File: src/sv/assert_macros.svh
// shared assertion helpers, all sampled on the rising clock edge with reset masking
`ifndef ASSERT_MACROS_SVH
`define ASSERT_MACROS_SVH

// expression must hold on every enabled clock edge
`define ASSERT_ALWAYS(label, clk, rstn, expr, msg) \
    label: assert property (@(posedge clk) disable iff (!rstn) (expr)) else $error(msg);

// consequent must hold in the same cycle as the antecedent
`define ASSERT_IMPLY(label, clk, rstn, ante, cons, msg) \
    label: assert property (@(posedge clk) disable iff (!rstn) (ante) |-> (cons)) else $error(msg);

// consequent must hold in the cycle after the antecedent
`define ASSERT_NEXT(label, clk, rstn, ante, cons, msg) \
    label: assert property (@(posedge clk) disable iff (!rstn) (ante) |=> (cons)) else $error(msg);

`endif

File: src/sv/mcpg_pkg.sv
`timescale 1ns / 1ps

package mcpg_pkg;

    // stream word layouts
    localparam int IN_TDATA_W   = 40;
    localparam int IN_TUSER_W   = 1;
    localparam int OUT_TDATA_W  = 96;
    localparam int OUT_TUSER_W  = 2;

    localparam int CX_LSB       = 0;
    localparam int CX_W         = 12;
    localparam int CY_LSB       = 12;
    localparam int CY_W         = 12;
    localparam int RAD_LSB      = 24;
    localparam int RAD_W        = 11;

    localparam int PIX_W        = 14;

    // decision value arithmetic
    localparam int DEC_W        = 16;
    localparam int DEC_INIT     = 3;
    localparam int DEC_DOWN_ADD = 10;
    localparam int DEC_FLAT_ADD = 6;
    localparam int DEC_SHIFT    = 2;

    // eight symmetric pixels per item
    localparam int OCT_W        = 3;
    localparam logic [OCT_W-1:0] OCT_LAST = 3'd7;

    localparam int QUEUE_DEPTH  = 2;

    // configuration register file
    localparam int CFG_ADDR_W   = 3;
    localparam int CFG_DATA_W   = 32;

    typedef enum logic [CFG_ADDR_W-1:0] {
        REG_FRAME_BASE   = 3'd0,
        REG_LINE_BYTES   = 3'd1,
        REG_PIXEL_BITS   = 3'd2,
        REG_FRAME_WIDTH  = 3'd3,
        REG_FRAME_HEIGHT = 3'd4,
        REG_DRAW_COLOR   = 3'd5
    } cfg_idx_t;

    typedef enum logic {
        OP_START = 1'b0,
        OP_STEP  = 1'b1
    } opcode_t;

    typedef struct packed {
        logic [31:0] frame_base;
        logic [14:0] line_bytes;
        logic [5:0]  pixel_bits;
        logic [12:0] frame_width;
        logic [12:0] frame_height;
        logic [31:0] draw_color;
    } cfg_t;

    localparam logic [31:0] RST_FRAME_BASE   = 32'd0;
    localparam logic [14:0] RST_LINE_BYTES   = 15'd2000;
    localparam logic [5:0]  RST_PIXEL_BITS   = 6'd32;
    localparam logic [12:0] RST_FRAME_WIDTH  = 13'd500;
    localparam logic [12:0] RST_FRAME_HEIGHT = 13'd500;
    localparam logic [31:0] RST_DRAW_COLOR   = 32'd255;

endpackage

File: src/sv/mcpg_queue.sv
`timescale 1ns / 1ps
`include "assert_macros.svh"

module mcpg_queue #(
    parameter int WIDTH = 49,
    parameter int DEPTH = 2
) (
    input  logic             aclk,
    input  logic             aresetn,
    input  logic             push,
    input  logic [WIDTH-1:0] wdata,
    output logic             full,
    input  logic             pop,
    output logic [WIDTH-1:0] rdata,
    output logic             empty
);

    localparam int PTR_W = (DEPTH > 1) ? $clog2(DEPTH) : 1;
    localparam int CNT_W = $clog2(DEPTH + 1);
    localparam logic [PTR_W-1:0] PTR_LAST = PTR_W'(DEPTH - 1);
    localparam logic [CNT_W-1:0] CNT_FULL = CNT_W'(DEPTH);

    logic [WIDTH-1:0] slot_reg [DEPTH];
    logic [PTR_W-1:0] wr_ptr_reg, wr_ptr_next;
    logic [PTR_W-1:0] rd_ptr_reg, rd_ptr_next;
    logic [CNT_W-1:0] count_reg, count_next;

    assign full  = (count_reg == CNT_FULL);
    assign empty = (count_reg == '0);
    assign rdata = slot_reg[rd_ptr_reg];

    always_comb begin
        wr_ptr_next = wr_ptr_reg;
        rd_ptr_next = rd_ptr_reg;
        count_next  = count_reg;
        if (push) begin
            wr_ptr_next = (wr_ptr_reg == PTR_LAST) ? '0 : wr_ptr_reg + PTR_W'(1);
        end
        if (pop) begin
            rd_ptr_next = (rd_ptr_reg == PTR_LAST) ? '0 : rd_ptr_reg + PTR_W'(1);
        end
        case ({push, pop})
            2'b10:   count_next = count_reg + CNT_W'(1);
            2'b01:   count_next = count_reg - CNT_W'(1);
            default: count_next = count_reg;
        endcase
    end

    always_ff @(posedge aclk) begin
        if (!aresetn) begin
            wr_ptr_reg <= '0;
            rd_ptr_reg <= '0;
            count_reg  <= '0;
        end else begin
            wr_ptr_reg <= wr_ptr_next;
            rd_ptr_reg <= rd_ptr_next;
            count_reg  <= count_next;
        end
    end

    always_ff @(posedge aclk) begin
        if (push) begin
            slot_reg[wr_ptr_reg] <= wdata;
        end
    end

    `ASSERT_ALWAYS(a_no_overflow, aclk, aresetn, !(push && full), "push into full queue")
    `ASSERT_ALWAYS(a_no_underflow, aclk, aresetn, !(pop && empty), "pop from empty queue")

endmodule

File: src/sv/mcpg_front.sv
`timescale 1ns / 1ps
`include "assert_macros.svh"

module mcpg_front #(
    parameter int COORD_BITS = 12
) (
    input  logic                                 aclk,
    input  logic                                 aresetn,
    input  logic                                 s_tvalid,
    output logic                                 s_tready,
    input  logic [mcpg_pkg::IN_TDATA_W-1:0]      s_tdata,
    input  logic [mcpg_pkg::IN_TUSER_W-1:0]      s_tuser,
    input  logic                                 q_full,
    output logic                                 q_push,
    output logic [4*COORD_BITS:0]                q_wdata
);

    localparam int CB = COORD_BITS;
    localparam int DW = mcpg_pkg::DEC_W;

    logic [CB-1:0] centre_col_reg, centre_col_next;
    logic [CB-1:0] centre_row_reg, centre_row_next;
    logic [CB-1:0] step_x_reg, step_x_next;
    logic [CB-1:0] step_y_reg, step_y_next;
    logic [DW-1:0] decision_reg, decision_next;
    logic          drawing_reg, drawing_next;

    logic          accept;
    logic          is_start;
    logic [CB-1:0] rad_c;
    logic [31:0]   x_inc_w;
    logic [31:0]   y_w;
    logic [31:0]   y_adj_w;
    logic          dec_pos;
    logic [DW-1:0] dec_step;
    logic [CB-1:0] x_new;
    logic [CB-1:0] y_new;
    logic          keep_going;
    logic          push_done;

    assign s_tready = !q_full;
    assign accept   = s_tvalid && s_tready;
    assign is_start = (mcpg_pkg::opcode_t'(s_tuser[0]) == mcpg_pkg::OP_START);

    assign rad_c = CB'(s_tdata[mcpg_pkg::RAD_LSB +: mcpg_pkg::RAD_W]);

    // one octant step of the midpoint rule, decision kept modulo 2^16
    always_comb begin
        x_inc_w  = 32'(step_x_reg) + 32'd1;
        y_w      = {{(32-CB){step_y_reg[CB-1]}}, step_y_reg};
        dec_pos  = !decision_reg[DW-1] && (decision_reg != '0);
        y_adj_w  = dec_pos ? (y_w - 32'd1) : y_w;
        if (dec_pos) begin
            dec_step = decision_reg + DW'((x_inc_w - y_adj_w) << mcpg_pkg::DEC_SHIFT)
                       + DW'(mcpg_pkg::DEC_DOWN_ADD);
        end else begin
            dec_step = decision_reg + DW'(x_inc_w << mcpg_pkg::DEC_SHIFT)
                       + DW'(mcpg_pkg::DEC_FLAT_ADD);
        end
        x_new      = CB'(x_inc_w);
        y_new      = CB'(y_adj_w);
        keep_going = $signed({y_new[CB-1], y_new}) >= $signed({1'b0, x_new});
    end

    always_comb begin
        centre_col_next = centre_col_reg;
        centre_row_next = centre_row_reg;
        step_x_next     = step_x_reg;
        step_y_next     = step_y_reg;
        decision_next   = decision_reg;
        drawing_next    = drawing_reg;
        q_push          = 1'b0;
        push_done       = 1'b0;
        if (accept) begin
            if (is_start) begin
                centre_col_next = CB'(s_tdata[mcpg_pkg::CX_LSB +: mcpg_pkg::CX_W]);
                centre_row_next = CB'(s_tdata[mcpg_pkg::CY_LSB +: mcpg_pkg::CY_W]);
                step_x_next     = '0;
                step_y_next     = rad_c;
                decision_next   = DW'(32'(mcpg_pkg::DEC_INIT) - (32'(rad_c) << 1));
                drawing_next    = 1'b1;
                q_push          = 1'b1;
            end else if (drawing_reg) begin
                step_x_next     = x_new;
                step_y_next     = y_new;
                decision_next   = dec_step;
                drawing_next    = keep_going;
                q_push          = 1'b1;
                push_done       = !keep_going;
            end
        end
        // record layout from lsb: cx, cy, x, y, done
        q_wdata = {push_done, step_y_next, step_x_next, centre_row_next, centre_col_next};
    end

    always_ff @(posedge aclk) begin
        if (!aresetn) begin
            centre_col_reg <= '0;
            centre_row_reg <= '0;
            step_x_reg     <= '0;
            step_y_reg     <= '0;
            decision_reg   <= '0;
            drawing_reg    <= 1'b0;
        end else begin
            centre_col_reg <= centre_col_next;
            centre_row_reg <= centre_row_next;
            step_x_reg     <= step_x_next;
            step_y_reg     <= step_y_next;
            decision_reg   <= decision_next;
            drawing_reg    <= drawing_next;
        end
    end

    `ASSERT_NEXT(a_done_ends_circle, aclk, aresetn, q_push && push_done, !drawing_reg,
        "circle still active after its final step")
    `ASSERT_IMPLY(a_push_only_on_accept, aclk, aresetn, q_push, accept,
        "record queued without an accepted word")

endmodule

File: src/sv/mcpg_back.sv
`timescale 1ns / 1ps
`include "assert_macros.svh"

module mcpg_back #(
    parameter int COORD_BITS = 12
) (
    input  logic                                 aclk,
    input  logic                                 aresetn,
    input  mcpg_pkg::cfg_t                       cfg,
    input  logic                                 q_empty,
    input  logic [4*COORD_BITS:0]                q_rdata,
    output logic                                 q_pop,
    output logic                                 m_tvalid,
    input  logic                                 m_tready,
    output logic [mcpg_pkg::OUT_TDATA_W-1:0]     m_tdata,
    output logic [mcpg_pkg::OUT_TUSER_W-1:0]     m_tuser,
    output logic                                 m_tlast
);

    localparam int CB = COORD_BITS;
    localparam int PW = COORD_BITS + 2;
    localparam int XW = mcpg_pkg::PIX_W;
    localparam int OW = mcpg_pkg::OCT_W;

    logic [CB-1:0] rec_cx, rec_cy, rec_x, rec_y;
    logic          rec_done;

    logic          adv;
    logic [OW-1:0] oct_reg, oct_next;

    logic signed [PW-1:0] xe, ye, cxe, cye, off_a, off_b, px_c, py_c;

    // stage 1: pixel coordinates
    logic                 s1_valid_reg;
    logic signed [PW-1:0] s1_px_reg, s1_py_reg;
    logic                 s1_last_reg, s1_done_reg;

    // stage 2: address products and bounds check
    logic [31:0]   px32, py32;
    logic          s2_valid_reg;
    logic [31:0]   s2_row_reg, s2_col_reg;
    logic [XW-1:0] s2_px_reg, s2_py_reg;
    logic          s2_inb_reg, s2_last_reg, s2_done_reg;

    // output register
    logic          out_valid_reg;
    logic [31:0]   out_addr_reg;
    logic [XW-1:0] out_px_reg, out_py_reg;
    logic          out_inb_reg, out_last_reg, out_done_reg;

    assign {rec_done, rec_y, rec_x, rec_cy, rec_cx} = q_rdata;

    // whole pipeline moves together when the output slot frees up
    assign adv   = !out_valid_reg || m_tready;
    assign q_pop = adv && !q_empty && (oct_reg == mcpg_pkg::OCT_LAST);

    always_comb begin
        oct_next = oct_reg;
        if (adv && !q_empty) begin
            oct_next = oct_reg + OW'(1);
        end
    end

    // octant select: bit 2 swaps x and y, bit 0 negates column, bit 1 negates row
    always_comb begin
        xe    = $signed({2'b00, rec_x});
        ye    = $signed({rec_y[CB-1], rec_y[CB-1], rec_y});
        cxe   = $signed({2'b00, rec_cx});
        cye   = $signed({2'b00, rec_cy});
        off_a = oct_reg[2] ? ye : xe;
        off_b = oct_reg[2] ? xe : ye;
        px_c  = oct_reg[0] ? (cxe - off_a) : (cxe + off_a);
        py_c  = oct_reg[1] ? (cye - off_b) : (cye + off_b);
    end

    assign px32 = {{(32-PW){s1_px_reg[PW-1]}}, s1_px_reg};
    assign py32 = {{(32-PW){s1_py_reg[PW-1]}}, s1_py_reg};

    always_ff @(posedge aclk) begin
        if (!aresetn) begin
            oct_reg       <= '0;
            s1_valid_reg  <= 1'b0;
            s2_valid_reg  <= 1'b0;
            out_valid_reg <= 1'b0;
        end else begin
            oct_reg <= oct_next;
            if (adv) begin
                s1_valid_reg  <= !q_empty;
                s2_valid_reg  <= s1_valid_reg;
                out_valid_reg <= s2_valid_reg;
            end
        end
    end

    always_ff @(posedge aclk) begin
        if (adv) begin
            s1_px_reg   <= px_c;
            s1_py_reg   <= py_c;
            s1_last_reg <= (oct_reg == mcpg_pkg::OCT_LAST);
            s1_done_reg <= (oct_reg == mcpg_pkg::OCT_LAST) && rec_done;

            s2_row_reg  <= py32 * {17'd0, cfg.line_bytes};
            s2_col_reg  <= px32 * {29'd0, cfg.pixel_bits[5:3]};
            s2_px_reg   <= px32[XW-1:0];
            s2_py_reg   <= py32[XW-1:0];
            s2_inb_reg  <= !s1_px_reg[PW-1] && !s1_py_reg[PW-1]
                           && (px32 < {19'd0, cfg.frame_width})
                           && (py32 < {19'd0, cfg.frame_height});
            s2_last_reg <= s1_last_reg;
            s2_done_reg <= s1_done_reg;

            out_addr_reg <= cfg.frame_base + s2_row_reg + s2_col_reg;
            out_px_reg   <= s2_px_reg;
            out_py_reg   <= s2_py_reg;
            out_inb_reg  <= s2_inb_reg;
            out_last_reg <= s2_last_reg;
            out_done_reg <= s2_done_reg;
        end
    end

    assign m_tvalid = out_valid_reg;
    assign m_tlast  = out_last_reg;
    assign m_tuser  = {out_done_reg, out_inb_reg};
    assign m_tdata  = {4'd0, cfg.draw_color, out_addr_reg, out_py_reg, out_px_reg};

    `ASSERT_IMPLY(a_done_on_last, aclk, aresetn, out_valid_reg && out_done_reg, out_last_reg,
        "circle end flagged away from the eighth pixel")
    `ASSERT_NEXT(a_pop_wraps_octant, aclk, aresetn, q_pop, oct_reg == '0,
        "octant counter not back at start after a record")

endmodule

File: src/sv/midpoint_circle_pixel_generator.sv
`timescale 1ns / 1ps

// Midpoint circle pixel generator. A start word (tuser = 0) loads the centre and
// radius and produces the eight symmetric pixels of (0, r); each step word
// (tuser = 1) advances one octant step and produces eight more, the last of them
// with circle_done set once y drops below x. Step words with no circle active are
// taken and dropped with no output. Every pixel word carries its coordinates, the
// byte address frame_base + row*line_bytes + col*(pixel_bits/8) modulo 2^32, the
// draw colour and an in-bounds flag; off-frame pixels are still sent. Throughput
// is one pixel word per cycle while m_tready is high and records are queued. The
// input side runs ahead through a two-entry record queue; the record being walked
// keeps its entry until its eighth pixel is issued, so one more word can wait
// behind it before s_tready drops. With the back idle, the first pixel of an
// accepted word passes through the record queue, stage 1, stage 2 and the output
// register. Configuration registers may only be written while no pixels are
// outstanding.

module midpoint_circle_pixel_generator #(
    parameter int COORD_BITS = 12
) (
    input  logic                                 aclk,
    input  logic                                 aresetn,

    // configuration write port
    input  logic                                 cfg_wr_en,
    input  logic [mcpg_pkg::CFG_ADDR_W-1:0]      cfg_addr,
    input  logic [mcpg_pkg::CFG_DATA_W-1:0]      cfg_wr_data,

    // command words
    input  logic                                 s_tvalid,
    output logic                                 s_tready,
    // tdata from lsb: center_x[11:0], center_y[23:12], radius[34:24], zero pad
    input  logic [mcpg_pkg::IN_TDATA_W-1:0]      s_tdata,
    // tuser: opcode (0 start, 1 step)
    input  logic [mcpg_pkg::IN_TUSER_W-1:0]      s_tuser,

    // pixel words
    output logic                                 m_tvalid,
    input  logic                                 m_tready,
    // tdata from lsb: pixel_x[13:0], pixel_y[27:14], pixel_address[59:28],
    // pixel_color[91:60], zero pad
    output logic [mcpg_pkg::OUT_TDATA_W-1:0]     m_tdata,
    // tuser from lsb: in_bounds, circle_done
    output logic [mcpg_pkg::OUT_TUSER_W-1:0]     m_tuser,
    // tlast: eighth pixel of a word's run
    output logic                                 m_tlast
);

    // one queued record: centre, current x and y, and the end-of-circle mark
    localparam int REC_W = 4 * COORD_BITS + 1;

    mcpg_pkg::cfg_t cfg_reg, cfg_next;

    logic             q_push, q_pop, q_full, q_empty;
    logic [REC_W-1:0] q_wdata, q_rdata;

    // register file, to be written by the user only between circles; the block itself does not enforce this
    always_comb begin
        cfg_next = cfg_reg;
        if (cfg_wr_en) begin
            case (mcpg_pkg::cfg_idx_t'(cfg_addr))
                mcpg_pkg::REG_FRAME_BASE:   cfg_next.frame_base   = cfg_wr_data;
                mcpg_pkg::REG_LINE_BYTES:   cfg_next.line_bytes   = cfg_wr_data[14:0];
                mcpg_pkg::REG_PIXEL_BITS:   cfg_next.pixel_bits   = cfg_wr_data[5:0];
                mcpg_pkg::REG_FRAME_WIDTH:  cfg_next.frame_width  = cfg_wr_data[12:0];
                mcpg_pkg::REG_FRAME_HEIGHT: cfg_next.frame_height = cfg_wr_data[12:0];
                mcpg_pkg::REG_DRAW_COLOR:   cfg_next.draw_color   = cfg_wr_data;
                default:                    cfg_next = cfg_reg;
            endcase
        end
    end

    always_ff @(posedge aclk) begin
        if (!aresetn) begin
            cfg_reg.frame_base   <= mcpg_pkg::RST_FRAME_BASE;
            cfg_reg.line_bytes   <= mcpg_pkg::RST_LINE_BYTES;
            cfg_reg.pixel_bits   <= mcpg_pkg::RST_PIXEL_BITS;
            cfg_reg.frame_width  <= mcpg_pkg::RST_FRAME_WIDTH;
            cfg_reg.frame_height <= mcpg_pkg::RST_FRAME_HEIGHT;
            cfg_reg.draw_color   <= mcpg_pkg::RST_DRAW_COLOR;
        end else begin
            cfg_reg <= cfg_next;
        end
    end

    // front: takes command words, runs the midpoint recurrence, queues records
    mcpg_front #(
        .COORD_BITS (COORD_BITS)
    ) u_front (
        .aclk     (aclk),
        .aresetn  (aresetn),
        .s_tvalid (s_tvalid),
        .s_tready (s_tready),
        .s_tdata  (s_tdata),
        .s_tuser  (s_tuser),
        .q_full   (q_full),
        .q_push   (q_push),
        .q_wdata  (q_wdata)
    );

    // decouples command intake from pixel drain
    mcpg_queue #(
        .WIDTH (REC_W),
        .DEPTH (mcpg_pkg::QUEUE_DEPTH)
    ) u_queue (
        .aclk    (aclk),
        .aresetn (aresetn),
        .push    (q_push),
        .wdata   (q_wdata),
        .full    (q_full),
        .pop     (q_pop),
        .rdata   (q_rdata),
        .empty   (q_empty)
    );

    // back: walks the eight octants of each record and builds pixel words
    mcpg_back #(
        .COORD_BITS (COORD_BITS)
    ) u_back (
        .aclk     (aclk),
        .aresetn  (aresetn),
        .cfg      (cfg_reg),
        .q_empty  (q_empty),
        .q_rdata  (q_rdata),
        .q_pop    (q_pop),
        .m_tvalid (m_tvalid),
        .m_tready (m_tready),
        .m_tdata  (m_tdata),
        .m_tuser  (m_tuser),
        .m_tlast  (m_tlast)
    );

endmodule
File: config.mk
export PLATFORM = sky130hd
export DESIGN_NAME = midpoint_circle_pixel_generator
export DESIGN_NICKNAME = d
export VERILOG_FILES = /design/src/sv/mcpg_pkg.sv /design/src/sv/mcpg_queue.sv /design/src/sv/mcpg_front.sv /design/src/sv/mcpg_back.sv /design/src/sv/midpoint_circle_pixel_generator.sv
export VERILOG_INCLUDE_DIRS = /design/src /design/src/sv
export SDC_FILE = /design/constraint.sdc
export NUM_CORES = 2
export LEC_CHECK = 0
export BUFFER_PORTS_ARGS = -buffer_cell sky130_fd_sc_hd__buf_2
export CAP_MARGIN = 20
export CORE_ASPECT_RATIO = 2
export CORE_MARGIN = 2
export CORE_UTILIZATION = 40
export DETAILED_ROUTE_END_ITERATION = 16
export PLACE_DENSITY = 0.53
export SLEW_MARGIN = 20
export SYNTH_ARGS = -nofsm -noshare
export SYNTH_HDL_FRONTEND = slang
export SYNTH_SLANG_ARGS = --single-unit
File: constraint.sdc
create_clock -name aclk -period 11.3 [get_ports aclk]
set_input_delay 2.26 -clock aclk [delete_from_list [all_inputs] [get_ports aclk]]
set_output_delay 2.26 -clock aclk [all_outputs]
set_load 0.005 [all_outputs]
Word level (Yosys, flattened, before mapping)
Memories as Yosys holds them, arrays and structs flattened. A register that Yosys moved wholly into a read port is not among the register bits. Cells that the tools add are included. W data, S select, Z words.

Flip-flop bits (word level): 374. Bits in writable memories: 98. Bits of input ports: 81. Output and inout bits: 101. Word-level logic and storage cells: 131. Memories kept: 1.

$add $sub $neg: 19. Multipliers: 2. $lt $le $gt $ge: 3. Eq/ne operators: 10. Multiplexer cells: 33. Reduce and logical (&&, ||, !) cells: 27.

Memory list: u_queue.slot_reg (words 2, width 49, rd ports 1, clocked after memory_dff 1, write ports 1, line mcpg_queue.sv:23) `logic [WIDTH-1:0] slot_reg [DEPTH];`.

Operators by type and width (count): $mux W12 (10); $mux W14 (5); $add A32 B32 Y32 (2); $lt A32 B13 Y1 (2); $mux W16 (3); $sub A13 B14 Y14 (3); $add A16 B16 Y16 (2); $mul A14 B16 Y30 (1); $add A13 B14 Y14 (2); $mul A14 B4 Y18 (1); $add A16 B3 Y16 const B (1); $add A16 B4 Y16 const B (1); $reduce_bool A16 Y1 (1); $mux W1 (14); $reduce_and A2 Y1 (7); $add A12 B1 Y13 const B (1); $ge A12 B13 Y1 (1); $sub A12 B2 Y13 const B (1); $sub A2 B12 Y13 const A (1); $eq A3 B3 Y1 const B (3); $logic_and A1 B1 Y1 (8); $logic_not A1 Y1 (7); $eq A3 B2 Y1 const B (2); $eq A2 B2 Y1 const B (2); other kinds (12) (13).

Logic depth before layout (Yosys ltp)
Depth after elaboration: 9. Gate-level depth with buffers: 24.

Modules after synthesis
Synthesis repeated with hierarchy kept, for this count alone.

Cells, all modules: 3281. Area, all modules: 33417.0 um^2.

By module, submodules not included: mcpg_back (times used 1, cells an instance 1893, area each 19336.0 um^2, seq. area each 5285.1 um^2); mcpg_front (times used 1, cells an instance 800, area each 6050.8 um^2, seq. area each 1301.2 um^2); midpoint_circle_pixel_generator (times used 1, cells an instance 414, area each 4289.1 um^2, seq. area each 2222.1 um^2); mcpg_queue (times used 1, cells an instance 174, area each 3741.1 um^2, seq. area each 3042.9 um^2).

Worst setup path after synthesis
OpenSTA, ideal clock, no wires.

Kind: input-to-reg. Start point: input port m_tready. End point: register u_back.out_last_reg (netlist: u_back.m_tlast) (enable). Setup time: 0.524 ns. Arrival: 5.673 ns. Required time: 10.776 ns. Path slack: 5.102 ns. Stages: 2. Cells stage by stage: nor2b_1 -> inv_1.

Cells in the longest elaborated chain, start to end: 1.

RTL lines: start, declared (line midpoint_circle_pixel_generator.sv:39) `input logic m_tready,`; $logic_or A1 B1 Y1 (line mcpg_back.sv:54) `assign adv = !out_valid_reg || m_tready;`; named net u_back.adv (line mcpg_back.sv:28) `logic adv;`; end signal, assigned (line mcpg_back.sv:116) `out_last_reg <= s2_last_reg;`; end, declared (line mcpg_back.sv:49) `logic out_inb_reg, out_last_reg, out_done_reg;`.

The timed path passes the listed nets, and every way through them passes these cells. A chain may end at the register's enable or synchronous reset.

Final worst setup path
Start point: register u_back.s1_py_reg[13]. End point: register u_back.s2_row_reg[30], data pin.

Cells in the longest elaborated chain, start to end: 1.

RTL lines: start, declared (line mcpg_back.sv:35) `logic signed [PW-1:0] s1_px_reg, s1_py_reg;`; start signal, assigned (line mcpg_back.sv:98) `s1_py_reg <= py_c;`; $mul A14 B16 Y30 (line mcpg_back.sv:102) `s2_row_reg <= py32 * {17'd0, cfg.line_bytes};`; end signal, assigned (line mcpg_back.sv:102); end, declared (line mcpg_back.sv:41) `logic [31:0] s2_row_reg, s2_col_reg;`.

Every way passes these cells.

==> results.toml <==
[timing]
setup_viol = 0
maxSlewViolCount = 0
rsz0062_at_grt = "no"
post-route-min-period_ps = 6920
setup_tns_ps = 0
post-route-period-util_pct = 61.3
max_freq_mhz = 144
worstMarginPinSlew_ps = 1040
finalHoldViolCount = 0
clock_skew_ps = 28.9
slew_headroom_pct = 30.9

[clock_tree]
clock-sinks = 454
clk_transition_reported_paths_ps = 70
cts_made_buffers = 46
hold_buffers = 0
clockBufferDepth = 3
post_cts_resized = 0
clk_latency_ps = 620
root_buffer = "clkbuf_16"
htreeDepth = 2
cts_setup_buffers = 0
cts_tree = "built"

[drt]
ant_nets = 0
first_pass_iters = 5
drt_iter0_markers = 964
vias = 22900
totalWireLength_um = 88400
wl_per_cell_um = 19.8
detail_route.vias_per_cell = 5.13
drc = 0

[grt]
overflow = 0
grt_antenna_before_repair = 0
grt_max_degree = 108
grt_pass1_vias = 23900
globalRouteTotalUtil_pct = 21.2
grt_pass1_wl_um = 135000

[worst_setup_path]
cp_max_fo = 20
r2r_cells = 19
rrSetupSlack_ps = 4380
arrival_ps = 7270
endpoint_kind = "flop"
worstSetupPathType = "flop to flop"
start_kind = "flop"
cp.required_ps = 11650

[synthesis]
synth_cells = 3281
netlist_top_cells_area = "edfxtp_1 25%, fa_1 13%, ha_1 12%, dfxtp_1 11%, nand2_1 5.6%"
async_flop_share_pct = 0
yosysTopAreaCellShare_pct = 24.9
synth-seq-cells = 454
ys.flop_type = "edfxtp_1"
yosysMostFrequentCell = "nand2_1"
ys_seq_area_share_pct = 36.3
ys_warn_count = 0
synth_area_mm2 = 0.0325
yosysTopAreaCell = "edfxtp_1"
synth_edf_count = 270
yosys.cell_types.count = 75
synthTopCellsByCount = "486 x nand2_1, 375 x inv_1, 307 x ha_1, 270 x edfxtp_1, 205 x fa_1"
syn_avg_cell_area_um2 = 9.91

[floorplanning]
row_count = 147
initial_core_util_pct = 40.5
fp.dieH_um = 407
io_pins = 182
dieWidth_um = 206
die_area_mm2 = 0.0837
core-area_mm2 = 0.0804

[hold_path]
worstHoldPathCells = 0
hold_class = "flop to flop"

[finish]
syn_to_final_growth_pct = 10.1
finalNetCount = 3978
drive_gt1_share_pct = 9.82
diodes = 0
largest_reg_flops = 108

[run]
cap_violations = 0

[placement]
port_buffers = 172
hpwl_um = 68500
gp_congestion = 0.916

[outcome]
status = "finished, final reports clean"
[cell families (layout without fill, tap and decap cells)]
family,Yosys count,count (layout),synth area share (%)
AND/OR/NAND/NOR,1024,1024,15.0
AO/OA/AOI/OAI,530,530,10.4
buffers and inverters,524,663,6.51
adder cells (fa/ha/maj),512,512,24.4
flip-flops,454,454,36.3
XOR/XNOR,169,169,4.57
multiplexers,67,67,2.82
other,1,4,0.0115
[worst paths after layout]
path,startpoint,to
max reg2reg,u_back.s1_py_reg[13]$_DFFE_PP_,u_back.s2_row_reg[30]$_DFFE_PP_
min reg2reg,u_back.s2_px_reg[4]$_DFFE_PP_,u_back.out_px_reg[4]$_DFFE_PP_
min,u_back.s2_px_reg[4]$_DFFE_PP_,u_back.out_px_reg[4]$_DFFE_PP_
max,u_back.s1_py_reg[13]$_DFFE_PP_,u_back.s2_row_reg[30]$_DFFE_PP_
[per-layer routing]
| metal | share of wire (%) | vias up | GRT usage, % |
|---|---|---|---|
| li1 | - | 11200 | - |
| met1 | 35 | 11200 | 20.7 |
| met2 | 58 | 397 | 43.7 |
| met3 | 2.6 | 170 | 2.00 |
| met4 | 4.3 | 0 | 8.74 |
| met5 | 0 | - | 0 |
[worst max-delay path, cell delays in order, from the launching register on]
cell and delay [ps]:
edfxtp_1 1030, nand2b_1 200, fa_1 540, fa_1 550
inv_1 60, fa_1 450, fa_1 510, fa_1 570
inv_1 60, fa_1 530, inv_1 40, ha_1 350
and3_1 290, nand2_1 80, a211oi_1 400, o21ai_0 260
a21oi_1 280, a211oi_1 160, a21oi_1 190, xnor2_1 90
[through the flow]
step	setup slack, ps	instances	area (um^2)	util, %	hold slack [ps]
floorplan	5100	3284	32500	-	400
global placement	4400	4377	34200	42.6	401
detailed placement	4310	4378	34200	42.6	405
CTS	4290	4464	35800	44.5	392
global route	4030	4466	35800	44.6	406
finish	4380	4466	35800	44.6	392
[layout by cell type (no fill, tap or decap), types with 17 or more instances in the layout]
cell type and count:
and2_1 201, nand2b_1 27, fa_1 205, nor2_1 101, buf_2 171, edfxtp_1 270
o21bai_1 20, xnor2_1 114, o21ai_0 73, a21boi_0 86, mux2_2 24, o21ai_1 25
mux2i_1 23, nor2b_1 41, a21oi_1 144, and3_1 17, nor3_1 37, o211ai_1 25
dfxtp_1 183, buf_4 26, clkbuf_16 48, a21o_1 58, xor2_1 54, o22ai_1 18
inv_1 374, ha_1 307, nand2_1 486, nand3_1 52
[area by class of cell]
type	count	area, um^2
fill	7796	44600
multi-input combinational	2306	18600
timing repair buffer	198	1070
tap	1043	1310
clock buffer	59	1290
inverter	379	1430
clock inverter	27	292
sequential	454	11800
Power is left out: the tool's default activity adds up to more than one toggle a clock period on the data nets, which glitch-free logic cannot reach.
